$ cat src/sv/stable_counting_sort_macros.svh
// ----------------------------------------------------------------------------
// Stable counting sort assertion macros
// Shared concurrent assertion forms used by the sorter's modules.
// ----------------------------------------------------------------------------
`ifndef STABLE_COUNTING_SORT_MACROS_SVH
`define STABLE_COUNTING_SORT_MACROS_SVH

// Same-cycle implication, disabled during reset.
`define SCS_ASSERT_IMPLIES(label, clk, rst, ante, cons, msg) \
   label: assert property (@(posedge clk) disable iff (rst) (ante) |-> (cons)) \
      else $error(msg);

// Next-cycle implication, disabled during reset.
`define SCS_ASSERT_NEXT(label, clk, rst, ante, cons, msg) \
   label: assert property (@(posedge clk) disable iff (rst) (ante) |=> (cons)) \
      else $error(msg);

`endif

$ cat src/sv/scs_pkg.sv
// ----------------------------------------------------------------------------
// Stable counting sort package
// Widths, payload structs and the controller/datapath command interface.
// ----------------------------------------------------------------------------
package scs_pkg;

   localparam int KEY_W      = 6;
   localparam int PAYLOAD_W  = 64;
   localparam int RANGE_W    = 7;
   localparam int MAX_ITEMS  = 64;
   localparam int MAX_KEYS   = 1 << KEY_W;
   localparam int ITEM_IDX_W = $clog2(MAX_ITEMS);
   localparam int CNT_W      = $clog2(MAX_ITEMS + 1);
   localparam int PFX_W      = KEY_W + 1;

   localparam logic [RANGE_W-1:0] RANGE_RESET = RANGE_W'(64);

   typedef struct packed {
      logic [KEY_W-1:0]     sort_key;
      logic [PAYLOAD_W-1:0] payload;
      logic                 batch_last;
   } req_type;

   typedef struct packed {
      logic [KEY_W-1:0]     out_key;
      logic [PAYLOAD_W-1:0] out_payload;
      logic                 out_last;
      logic                 bad_key_seen;
   } rsp_type;

   // Which pass owns the count memory ports.
   typedef enum logic [1:0] {
      CNT_SRC_LOAD,
      CNT_SRC_PFX,
      CNT_SRC_PLACE
   } cnt_src_type;

   typedef struct packed {
      logic        item_accept;
      cnt_src_type cnt_src;
      logic        pfx_start;
      logic        pfx_run;
      logic        place_item_rd;
      logic        place_wr;
      logic        emit_rd;
      logic        emit_load;
      logic        clear_batch;
   } cmd_type;

   typedef struct packed {
      logic held_zero;
      logic pfx_done;
      logic place_last;
      logic emit_last;
      logic rsp_busy;
   } sts_type;

endpackage

$ cat src/sv/scs_ctrl.sv
// ----------------------------------------------------------------------------
// Stable counting sort controller
// Sequences loading, prefix sum, placement and emission of one batch.
// ----------------------------------------------------------------------------
`include "stable_counting_sort_macros.svh"

module scs_ctrl import scs_pkg::*; (
   input  logic    clock,
   input  logic    reset,
   input  logic    req_valid,
   input  logic    req_last,
   output logic    req_stall,
   output cmd_type cmd,
   input  sts_type sts
);

   typedef enum logic [2:0] {
      ST_LOAD,
      ST_DRAIN,
      ST_PFX,
      ST_PL_ITEM,
      ST_PL_CNT,
      ST_PL_WR,
      ST_EM_RD,
      ST_EM_SHOW
   } state_type;

   state_type state_ff;
   state_type state_in;
   logic      req_stall_ff;
   logic      req_stall_in;
   logic      accept;

   assign accept = req_valid && !req_stall_ff;

   always_comb begin
      cmd          = '0;
      cmd.cnt_src  = CNT_SRC_LOAD;
      state_in     = state_ff;
      req_stall_in = req_stall_ff;
      case (state_ff)
         ST_LOAD: begin
            cmd.item_accept = accept;
            if (accept && req_last) begin
               state_in     = ST_DRAIN;
               req_stall_in = 1'b1;
            end
         end
         ST_DRAIN: begin
            if (sts.held_zero) begin
               cmd.clear_batch = 1'b1;
               state_in        = ST_LOAD;
               req_stall_in    = 1'b0;
            end else begin
               cmd.pfx_start = 1'b1;
               state_in      = ST_PFX;
            end
         end
         ST_PFX: begin
            cmd.cnt_src = CNT_SRC_PFX;
            cmd.pfx_run = 1'b1;
            if (sts.pfx_done) begin
               state_in = ST_PL_ITEM;
            end
         end
         ST_PL_ITEM: begin
            cmd.cnt_src       = CNT_SRC_PLACE;
            cmd.place_item_rd = 1'b1;
            state_in          = ST_PL_CNT;
         end
         ST_PL_CNT: begin
            cmd.cnt_src = CNT_SRC_PLACE;
            state_in    = ST_PL_WR;
         end
         ST_PL_WR: begin
            cmd.cnt_src  = CNT_SRC_PLACE;
            cmd.place_wr = 1'b1;
            state_in     = sts.place_last ? ST_EM_RD : ST_PL_ITEM;
         end
         ST_EM_RD: begin
            cmd.emit_rd = 1'b1;
            state_in    = ST_EM_SHOW;
         end
         ST_EM_SHOW: begin
            if (!sts.rsp_busy) begin
               cmd.emit_load = 1'b1;
               if (sts.emit_last) begin
                  cmd.clear_batch = 1'b1;
                  state_in        = ST_LOAD;
                  req_stall_in    = 1'b0;
               end else begin
                  state_in = ST_EM_RD;
               end
            end
         end
         default: begin
            state_in     = ST_LOAD;
            req_stall_in = 1'b0;
         end
      endcase
   end

   always_ff @(posedge clock) begin
      if (reset) begin
         state_ff     <= ST_LOAD;
         req_stall_ff <= 1'b0;
      end else begin
         state_ff     <= state_in;
         req_stall_ff <= req_stall_in;
      end
   end

   assign req_stall = req_stall_ff;

   `SCS_ASSERT_NEXT(a_last_stalls, clock, reset, cmd.item_accept && req_last, req_stall_ff, "input open after batch end")
   `SCS_ASSERT_NEXT(a_batch_reopens, clock, reset, cmd.clear_batch, !req_stall_ff, "input not reopened after batch")
   `SCS_ASSERT_NEXT(a_pfx_follows, clock, reset, cmd.pfx_start, cmd.pfx_run, "prefix pass did not start")

endmodule

$ cat config.mk
export PLATFORM = sky130hd
export DESIGN_NAME = scs_ctrl
export DESIGN_NICKNAME = d
export VERILOG_FILES = /design/src/sv/scs_pkg.sv /design/src/sv/scs_ctrl.sv
export VERILOG_INCLUDE_DIRS = /design/src /design/src/sv
export SDC_FILE = /design/constraint.sdc
export NUM_CORES = 1
export LEC_CHECK = 0
export ABC_AREA = 1
export BUFFER_PORTS_ARGS = -buffer_cell sky130_fd_sc_hd__buf_2
export CAP_MARGIN = 20
export CORE_AREA = 2 2 39 41
export DETAILED_ROUTE_END_ITERATION = 10
export DIE_AREA = 0 0 41 43
export PLACE_DENSITY = 0.6
export SLEW_MARGIN = 0
export SYNTH_ARGS = -nofsm -noshare
export SYNTH_HDL_FRONTEND = slang
export SYNTH_SLANG_ARGS = --single-unit
$ cat constraint.sdc
create_clock -name clock -period 0.9 [get_ports clock]
set_input_delay 0.18 -clock clock [delete_from_list [all_inputs] [get_ports clock]]
set_output_delay 0.18 -clock clock [all_outputs]
set_load 0.02 [all_outputs]
After elaboration in Yosys (flattened, before gate mapping)
Index checks and enable logic that the tools add are counted.

Equality and inequality tests: 12. Reduce and logical (&&, ||, !) cells: 8. Muxes and demuxes: 25.

Operator list (number): $pmux 3 s8 (1); $mux 3 (5); $mux 1 (14); $eq 3x3->1 const B (4); $ne 2x2->1 const B (5); $eq 3x2->1 const B (2); $reduce_and 5->1 (1); $mux 2 (2); $pmux 2 s2 (1); $eq 3x1->1 const B (1); $logic_not 3->1 (1); $pmux 1 s3 (1); $reduce_and 3->1 (1); $reduce_bool 3->1 (1); $reduce_or 3->1 (1); $logic_and 1x1->1 (2); $pmux 1 s2 (1); $logic_not 1->1 (1).

Output and inout bits: 11. Word-level logic and storage cells: 47. Input bits: 9. Flip-flop bits (word level): 4.

Longest topological paths before layout
Gate-level depths: netlist of the first run.

Word-level depth: 5. Mapped depth: 9. Mapped depth without buffers: 8.

Least setup slack after synthesis of the first run
No wires, ideal clock.

Path type: flip-flop to output port. Start point: register state_ff[1]. End point: output cmd[6] (netlist bit). Data arrival time: 1.174 ns. Slack: -0.454 ns. Data required time: 0.720 ns. Stages on the path, launching flop included: 3. Cells stage by stage: dfxtp_1 -> buf_6 -> nor4_1.

RTL lines: from (decl) (RTL line scs_ctrl.sv:28) `state_type state_ff;`; from (signal assigned) (RTL line scs_ctrl.sv:108) `state_ff <= state_in;`; to (decl) (RTL line scs_ctrl.sv:13) `output cmd_type cmd,`.

==> results by group, run 1 <==
Pwr
  • Comb power frac: around 46%
  • Power, Total: 0.866 mW
  • Leakage power: around 0.38 nW
  • Seq pwr share: roughly a quarter
  • Switching Fraction: between 30% and 40%
  • Pwr dens: roughly 1100 nW/um^2
  • Internal power: around 0.56 mW
  • Switching power: roughly 0.3 mW
  • Peak supply drop: around 0.61 mV
  • Clock power share: 27.7%

Clock tree
  • CTS root buf: clkbuf_4
  • Clock Latency Late Sink: 230 ps
  • Hold_buf cts: 0
  • Clk buf depth: 2
  • CTS tree: built
  • Clock Pin Slew Worst Setup and Hold Paths: about 40 ps
  • CTS Buf Count: 3
  • H-Tree Depth: 1
  • CTS Sinks: 4

Placed design
  • Gpl congestion: approximately 0.75
  • Post-DP HPWL: ~830 um
  • IO Port Bufs: 19
  • Placed Area: roughly 610 sq um
  • Inst Count DP: slightly above 100

Global routing
  • Vias in the first global route: about 520
  • Initial antenna violation count: 0
  • M1 GR Usage: 20.4%
  • First-pass GRT wire length: 2.03 mm
  • Top Usage Layer GRT: met2
  • Met3 usage: less than 1%
  • Total gr overflow: 0
  • Largest net degree at the start of global routing: 9
  • Met2 Track Usage GR: between 20 and 30%
  • Overall routing resource usage: 16.1%

Synthesis
  • Dominant synthesized flop cell: dfxtp_1
  • Net Count, Synth: 71
  • Synth Area in XOR/XNOR: 0%
  • Yosys warnings: 0
  • Post-synthesis mux area share: 0%
  • Adder-cell area share of the yosys netlist: 0%
  • Netlist Area Pre-Place: 414 sq um
  • Dominant cell type by area after synthesis: dfxtp_1
  • Cell variety after synth: 21
  • Syn_area_per_cell: between 6 and 7 sq um
  • Top post-synthesis cells by count: nand2_1, inv_1, nand3_1
  • Main combinational cell family by area after synthesis: simple AND/OR/NAND/NOR gates
  • Post-synthesis simple-gate area fraction: 48.0%
  • Seq/Total Area, Yosys: about a fifth
  • Post-Syn Instances: 62
  • Yosys reg bits: 4
  • Most common cell in the netlist: nand2_1
  • Compound-gate portion of the synthesized area: 10.6%
  • Ys async rst share: 0%
  • Main area contributors after synthesis: dfxtp_1, nand2_1, inv_1
  • EDFF count, synth: 0
  • Area share of the largest cell type after synthesis: between 15 and 20%

Drt
  • Via count: about 510
  • WL per Instance: 10.5 um
  • TritonRoute pass-1 iters: 4
  • Routed vias/inst: approximately 4.6
  • Routed Antenna Nets: 0
  • Total wire length: 1.15 mm
  • DRC viols: 0
  • Initial DRC count: 6

STA
  • Final setup violation count: 14
  • Final Max Slew Viols: 0
  • Worst Skew: between 2 and 3 ps
  • Fmax: 744 MHz
  • Final hold vios: 0
  • Setup ws final: -445 ps
  • RSZ-0062 raised after global routing: yes
  • Relative slew margins: 86.3%
  • Slew @ Worst Pin: between 200 and 250 ps
  • Tcrit/Tclk final: 149%
  • Min Tclk post-route: between 1000 and 1500 ps

Floorplanning
  • Initial core utilization: 29.9%
  • # IOs: 20
  • Die X: between 40 and 50 um
  • Core area: 1380 sq um
  • Std-Cell Rows: 14
  • Die ar.: between 1500 and 2000 sq um
  • Die H: around 43 um

Worst setup path
  • Critical Path Source Type: register
  • Crit-path max FO: 7
  • Crit Path Class: reg2out
  • Crit end category: output pin
  • Required time of the critical path: a little over 700 ps
  • Worst EP arrival: roughly 1200 ps

Finish
  • Non-Filler Instances: between 100 and 150
  • Layout cells sized above 1: 69.1%
  • Nets@finish: between 100 and 150
  • ANT cells: 0
  • Fin area: a little under 800 sq um
  • Fillcell total: 128
  • Area grow syn2layout: 89.1%

Run
  • Number of max-cap violations: 0

Hold path
  • Hold Path Class: in2reg

Status
  • Run status: finished, violations left
  • Failing checks: setup timing
## cells by family (layout without fill, tap and decap cells)
logic type | after synthesis | in the layout
AOI/OAI and AO/OA | 8 | 8
buffers and inverters | 15 | 47
and+or+nand+nor | 35 | 35
DFF | 4 | 4
## final timing paths
| check | startpoint | slack, ps | to | depth (start not counted) |
|---|---|---|---|---|
| setup / recovery | state_ff[0] | -440 | cmd[9] | 3 |
| hold / removal | reset | 150 | state_ff[1] | 2 |
| setup reg to reg | state_ff[0] | -290 | state_ff[2] | 6 |
| hold reg to reg | req_stall | 580 | req_stall | 3 |
## worst max-delay path, stage by stage, from the launching register on
cell and delay, ps:
dfxtp_4 390, buf_6 130, nor4_2 240, buf_4 180
## power by group through the flow
stage               sequential (mW)  combinational [mW]  clock (mW)
finish                        0.230               0.396       0.240
global route                  0.232               0.435       0.261
CTS                           0.231               0.367       0.248
detailed placement            0.243               0.302           0
global placement              0.242               0.298           0
floorplan                     0.222               0.224           0
## layout make-up
class                      count  area, sq um  share of cell area, %
multi-input combinational     43          322                   41.1
tap                           16         20.0                   2.56
sequential                     4         91.3                   11.7
clock buffer                   4         26.3                   3.35
timing repair buffer          32          275                   35.1
inverter                      11         48.8                   6.23
## sequential cells by signal, indices dropped and copies added, names as in the netlist
register,flops
req_stall,1
state_ff,3
## timing repair
item / 4_1_cts / 5_1_grt
setup buffers: 4 / 1
endpoints found under the setup margin: 15 / 14
cloned: 0 / 0
pin swaps: 5 / 3
resized for setup: 21 / 11
## per-stage QoR
stage / TNS [ps] / worst slack (ps) / hold WS, ps / utilization (%)
6_report: -4850 / -445 / 149 / 56.6
2_1_floorplan: -2290 / -293 / 239 / -
4_1_cts: -4890 / -455 / 147 / 53.2
3_5_place_dp: -3380 / -321 / 393 / 44.3
3_3_place_gp: -3290 / -302 / 391 / 44.3
5_1_grt: -5710 / -505 / 157 / 56.6
## layer usage
metal / wire length [um] / part of all wire [%]
met3: 38 / 3.3
met4: 0 / 0
met5: 0 / 0
met2: 637 / 55
met1: 475 / 41
## layout by cell type, fill, tap and decap left out, drive strengths merged
cell,count
a21oi,4
buf,32
clkbuf,4
dfxtp,4
inv,11
nand2,13
nand3,7
nand4,4
nor2,8
nor4,2
o21ai,4
or2,1
No activity file was read; power rests on OpenSTA's default activity.
==> inputs of run 2 (changes only) <==
- BUFFER_PORTS_ARGS: -buffer_cell sky130_fd_sc_hd__buf_2 -> default
- DONT_BUFFER_PORTS: default -> 1
- PLACE_DENSITY: 0.6 -> 0.46
==> results by group, run 2 (synthesized netlist as in run 1, its figures left out) <==
Pwr
  • Clock power share: 27.4% (was 27.7%)
  • Leakage power: 0.415 nW (was 0.377 nW)
  • Seq pwr share: 24.1% (was 26.6%)
  • Pwr dens: 1080 nW/um^2 (was 1110 nW/um^2)
  • Switching power: 0.364 mW (was 0.308 mW)
  • Peak supply drop: 0.652 mV (was 0.614 mV)
  • Internal power: 0.607 mW (was 0.558 mW)
  • Comb power frac: 48.5% (was 45.7%)
  • Switching Fraction: 37.5% (was 35.6%)

Finish
  • Fillcell total: 109 (was 128)
  • Commonest non-fill, non-tap cell in the layout: buf_4 (was buf_6)
  • Non-Filler Instances: 111 (was 110)
  • Final Core Density: 64.7% (was 56.6%)
  • Largest register FFs: 3 (unchanged)
  • ANT cells: 0 (unchanged)
  • Fin area: 896 sq um (was 783 sq um)
  • Nets@finish: 105 (was 104)
  • Largest Register: state_ff (unchanged)
  • Commonest cells after routing, fill and taps aside: buf_4, buf_6, nand2_1 (was buf_6, buf_4, buf_2)
  • Layout cells sized above 1: 72.6% (was 69.1%)
  • Area grow syn2layout: 116% (was 89.1%)

Placed design
  • Placement Setup Slack: -292 ps (was -321 ps)
  • Inst Count DP: 91 (was 101)
  • Gpl congestion: 0.786 (was 0.748)
  • Placed Area: 598 sq um (was 613 sq um)
  • Post-DP HPWL: 779 um (was 832 um)
  • IO Port Bufs: 0 (was 19)

Drt
  • Routed vias/inst: 5.19 (was 4.60)
  • Via count: 576 (was 506)
  • Total wire length: 1.45 mm (was 1.15 mm)
  • WL per Instance: 13.1 um (was 10.5 um)
  • Initial DRC count: 24 (was 6)
  • TritonRoute pass-1 iters: 4 (unchanged)
  • DRC viols: 0 (unchanged)
  • Routed Antenna Nets: 0 (unchanged)

Worst setup path
  • Crit end category: output pin (unchanged)
  • Worst EP arrival: 1180 ps (was 1160 ps)
  • Required time of the critical path: 720 ps (about the same)
  • Critical Path Source Type: register (unchanged)
  • Crit-path max FO: 4 (was 7)
  • Crit Path Class: reg2out (unchanged)

Global routing
  • First-pass GRT wire length: 2.08 mm (was 2.03 mm)
  • Vias in the first global route: 486 (was 521)
  • Largest net degree at the start of global routing: 8 (was 9)
  • Initial antenna violation count: 0 (unchanged)
  • Total gr overflow: 0 (unchanged)
  • Overall routing resource usage: 17.1% (was 16.1%)

Hold path
  • Hold Path Class: in2reg (unchanged)

Status
  • Failing checks: setup timing (unchanged)
  • Run status: finished, violations left (unchanged)

Floorplanning
  • Die ar.: 1760 sq um (unchanged)
  • Die H: 43 um (unchanged)
  • # IOs: 20 (unchanged)
  • Initial core utilization: 29.9% (unchanged)
  • Std-Cell Rows: 14 (unchanged)
  • Die X: 41 um (unchanged)
  • Core area: 1380 sq um (unchanged)

Clock tree
  • Clock Pin Slew Worst Setup and Hold Paths: 50 ps (was 40 ps)
  • CTS Buf Count: 3 (unchanged)
  • CTS root buf: clkbuf_4 (unchanged)
  • Clk buf depth: 2 (unchanged)
  • CTS tree: built (unchanged)
  • H-Tree Depth: 1 (unchanged)
  • Clock Latency Late Sink: 250 ps (was 230 ps)
  • CTS Sinks: 4 (unchanged)

STA
  • Fmax: 734 MHz (was 744 MHz)
  • RSZ-0062 raised after global routing: yes (unchanged)
  • Slew @ Worst Pin: 180 ps (was 203 ps)
  • Tcrit/Tclk final: 151% (was 149%)
  • Final Max Slew Viols: 0 (unchanged)
  • Min Tclk post-route: 1360 ps (was 1340 ps)
  • Final hold vios: 0 (unchanged)
  • Relative slew margins: 87.9% (was 86.3%)
  • Worst Skew: 8.89 ps (was 2.99 ps)
  • Setup ws final: -463 ps (was -445 ps)
  • Final setup violation count: 14 (unchanged)
  • Setup TNS: -5380 ps (was -4850 ps)

Run
  • Number of max-cap violations: 0 (unchanged)
## run 2: final cells by class
type	instances	area [sq um]	share of cell area (%)
Multi-Input combinational cell	43	382	42.6
Timing Repair Buffer	33	319	35.6
Sequential cell	4	92.6	10.3
Inverter	11	56.3	6.28
Clock buffer	4	26.3	2.93
Tap cell	16	20.0	2.23
## run 2: critical path, stage by stage (launching register included)
cell and delay (ps):
dfxtp_4 370, buf_6 140, nor4_4 250, buf_4 170
## run 2: timing repair
item | 4_1_cts | 5_1_grt
pin swaps | 21 | 11
setup buffers | 13 | 2
gates resized for setup | 25 | 14
endpoints found under the hold margin | 3 | 0
setup endpoints to repair | 14 | 15
hold buffers | 1 | 0
## run 2: power by group through the flow
stage,Sequential (mW),Combinational [mW],Clock [mW]
floorplan,0.222,0.224,0
global placement,0.240,0.310,0
detailed placement,0.240,0.308,0
CTS,0.226,0.428,0.262
global route,0.237,0.501,0.276
finish,0.234,0.471,0.266
## run 2: final timing paths
| kind | endpoint | slack (ps) | from | cells past startpoint |
|---|---|---|---|---|
| hold reg to reg | req_stall | 580 | req_stall | 3 |
| hold / removal | req_stall | 90 | reset | 2 |
| setup reg to reg | state_ff[0] | -370 | state_ff[1] | 8 |
| setup / recovery | cmd[6] | -460 | state_ff[1] | 3 |
## run 2: through the flow
step / total power, mW / hold WS, ps
global placement: 0.550 / 244
CTS: 0.915 / 98.5
floorplan: 0.445 / 239
finish: 0.970 / 87.7
detailed placement: 0.549 / 244
global route: 1.01 / 98.6
## run 2: layer usage
layer | vias to the layer above | global-route usage, % | part of all wire [%]
met4 | 0 | 6.00 | 0.83
met5 | - | 0 | 0
met2 | 27 | 27.2 | 55
met1 | 280 | 22.9 | 39
met3 | 2 | 1.57 | 4.8
li1 | 267 | - | -
==> inputs of run 3 (changes only) <==
- PLACE_DENSITY: 0.46 -> default
- PLACE_DENSITY_LB_ADDON: default -> 0.3
==> results by group, run 3 (synthesized netlist as in run 1, its figures left out) <==
Drt
  • Routed vias/inst: 5.05 (was 5.19)
  • Via count: 535 (was 576)
  • Initial DRC count: 3 (was 24)
  • Total wire length: 1.38 mm (was 1.45 mm)
  • DRC viols: 0 (unchanged)
  • WL per Instance: 13.0 um (was 13.1 um)
  • Routed Antenna Nets: 0 (unchanged)
  • TritonRoute pass-1 iters: 4 (unchanged)

Finish
  • Non-Filler Instances: 106 (was 111)
  • Area grow syn2layout: 96.7% (was 116%)
  • Commonest cells after routing, fill and taps aside: buf_4, nand2_1, buf_6 (was buf_4, buf_6, nand2_1)
  • Largest register FFs: 3 (unchanged)
  • Nets@finish: 100 (was 105)
  • ANT cells: 0 (unchanged)
  • Fin area: 815 sq um (was 896 sq um)
  • Largest Register: state_ff (unchanged)
  • Commonest non-fill, non-tap cell in the layout: buf_4 (unchanged)
  • Layout cells sized above 1: 70.0% (was 72.6%)

Global routing
  • Vias in the first global route: 507 (was 486)
  • First-pass GRT wire length: 2.17 mm (was 2.08 mm)
  • Initial antenna violation count: 0 (unchanged)
  • Overall routing resource usage: 18.0% (was 17.1%)
  • Largest net degree at the start of global routing: 9 (was 8)
  • Total gr overflow: 0 (unchanged)

Worst setup path
  • Delay-heaviest family, CP: flip-flops (unchanged)
  • Reg2Reg Depth: 7 (was 8)
  • Critical Path Source Type: register (unchanged)
  • Worst EP arrival: 1190 ps (was 1180 ps)
  • Worst flop-to-flop path endpoint: req_stall (was state_ff[0])
  • R2r setup slk: -350 ps (was -370 ps)
  • Crit end category: output pin (unchanged)
  • Buffers plus inverters on the worst setup path: 2 (unchanged)
  • Critical Path Stages: 3 (unchanged)
  • Beginning of the critical path: state_ff[1] (unchanged)
  • Reg2reg start: state_ff[1] (unchanged)
  • Worst Setup EP: cmd[9] (was cmd[6])
  • Largest stage delay, worst path: 380 ps (was 370 ps)
  • Crit Path Class: reg2out (unchanged)
  • Worst path slowest cell: dfxtp_4 (unchanged)
  • Crit path cell chain: buf_4 -> nor4_4 -> buf_4 (was buf_6 -> nor4_4 -> buf_4)
  • Cell repeated most along the worst path: buf_4
  • Crit-path max FO: 8 (was 4)
  • Required time of the critical path: 720 ps (about the same)

Clock tree
  • CTS Buf Count: 3 (unchanged)
  • Clock Latency Late Sink: 240 ps (was 250 ps)
  • Clk buf depth: 2 (unchanged)
  • CTS tree: built (unchanged)
  • Clock Pin Slew Worst Setup and Hold Paths: 50 ps (about the same)
  • H-Tree Depth: 1 (unchanged)
  • CTS Sinks: 4 (unchanged)
  • CTS root buf: clkbuf_4 (unchanged)

Status
  • Failing checks: setup timing (unchanged)
  • Run status: finished, violations left (unchanged)

Floorplanning
  • Std-Cell Rows: 14 (unchanged)
  • Core area: 1380 sq um (unchanged)
  • Die ar.: 1760 sq um (unchanged)
  • Initial core utilization: 29.9% (unchanged)
  • Die H: 43 um (unchanged)
  • Die X: 41 um (unchanged)
  • # IOs: 20 (unchanged)

Run
  • Number of max-cap violations: 0 (unchanged)

STA
  • Fmax: 732 MHz (was 734 MHz)
  • Setup ws final: -467 ps (was -463 ps)
  • Final hold vios: 0 (unchanged)
  • RSZ-0062 raised after global routing: yes (unchanged)
  • Relative slew margins: 86.4% (was 87.9%)
  • Final setup violation count: 14 (unchanged)
  • Tcrit/Tclk final: 152% (was 151%)
  • Worst Skew: 9.11 ps (was 8.89 ps)
  • Slew @ Worst Pin: 202 ps (was 180 ps)
  • Final Max Slew Viols: 0 (unchanged)
  • Min Tclk post-route: 1370 ps (was 1360 ps)

Placed design
  • Gpl congestion: 0.801 (was 0.786)
  • Inst Count DP: 87 (was 91)
  • Placed Area: 568 sq um (was 598 sq um)
  • Post-DP HPWL: 769 um (was 779 um)
  • IO Port Bufs: 0 (unchanged)

Pwr
  • Peak supply drop: 0.704 mV (was 0.652 mV)
  • Leakage power: 0.372 nW (was 0.415 nW)
  • Power, Total: 0.886 mW (was 0.970 mW)
  • Pwr dens: 1090 nW/um^2 (was 1080 nW/um^2)

Hold path
  • Hold Path Class: in2reg (unchanged)
[run 3: changes by cell type in the layout (fill, tap and decap cells not counted), sizes merged]
cell	delta
buf	-5
[run 3: worst min path at each step]
stage / start / to / cells after the start
after floorplan: reset / state_ff[1] / 1
after detailed placement: reset / state_ff[1] / 1
after global placement: reset / state_ff[0] / 1
after global routing: reset / req_stall / 2
after CTS: reset / req_stall / 2
final: reset / req_stall / 2
[run 3: report_power, final]
group / internal (mW) / total (mW) / switching [mW] / leakage (nW)
Sequential: 0.196 / 0.232 / 0.0368 / 0.0353
Combinational: 0.194 / 0.399 / 0.205 / 0.322
Clock: 0.167 / 0.254 / 0.0871 / 0.0150
[run 3: through the flow]
stage / util [%] / hold slack, ps / TNS [ps] / setup WS, ps
floorplan: - / 239 / -2290 / -293
global placement: 41.0 / 246 / -2920 / -306
detailed placement: 41.0 / 246 / -2820 / -298
CTS: 53.7 / 106 / -4990 / -463
global route: 58.9 / 110 / -6290 / -523
finish: 58.9 / 114 / -5470 / -467
[run 3: what timing repair did]
| action | 4_1_cts | 5_1_grt |
|---|---|---|
| buffers inserted | 10 | 4 |
| pin swaps | 6 | 5 |
| hold endpoints to repair | 3 | 0 |
| gates cloned | 0 | 0 |
| gates resized for setup | 14 | 10 |
| hold buffers | 1 | 0 |
| setup endpoints to repair | 14 | 15 |
[run 3: worst register-to-register path, cell delays in order (launching register included)]
cell	delay, ps
dfxtp_4	380
buf_4	150
nor2_4	120
buf_4	120
o21ai_0	90
nand2_1	80
nand4_1	100
a21oi_2	130
[run 3: cell type report]
cell class	instances	area, sq um
Fill cell	116	569
Multi-Input combinational cell	43	358
Timing Repair Buffer	28	264
Sequential cell	4	92.6
Inverter	11	53.8
Clock buffer	4	26.3
Tap cell	16	20.0
[run 3: layer usage]
metal / GRT usage (%) / vias to the layer above / routed length, um
met4: 8.67 / 0 / 0
met3: 3.14 / 0 / 61
met5: 0 / - / 0
met1: 23.1 / 263 / 498
li1: - / 255 / -
met2: 27.5 / 17 / 817
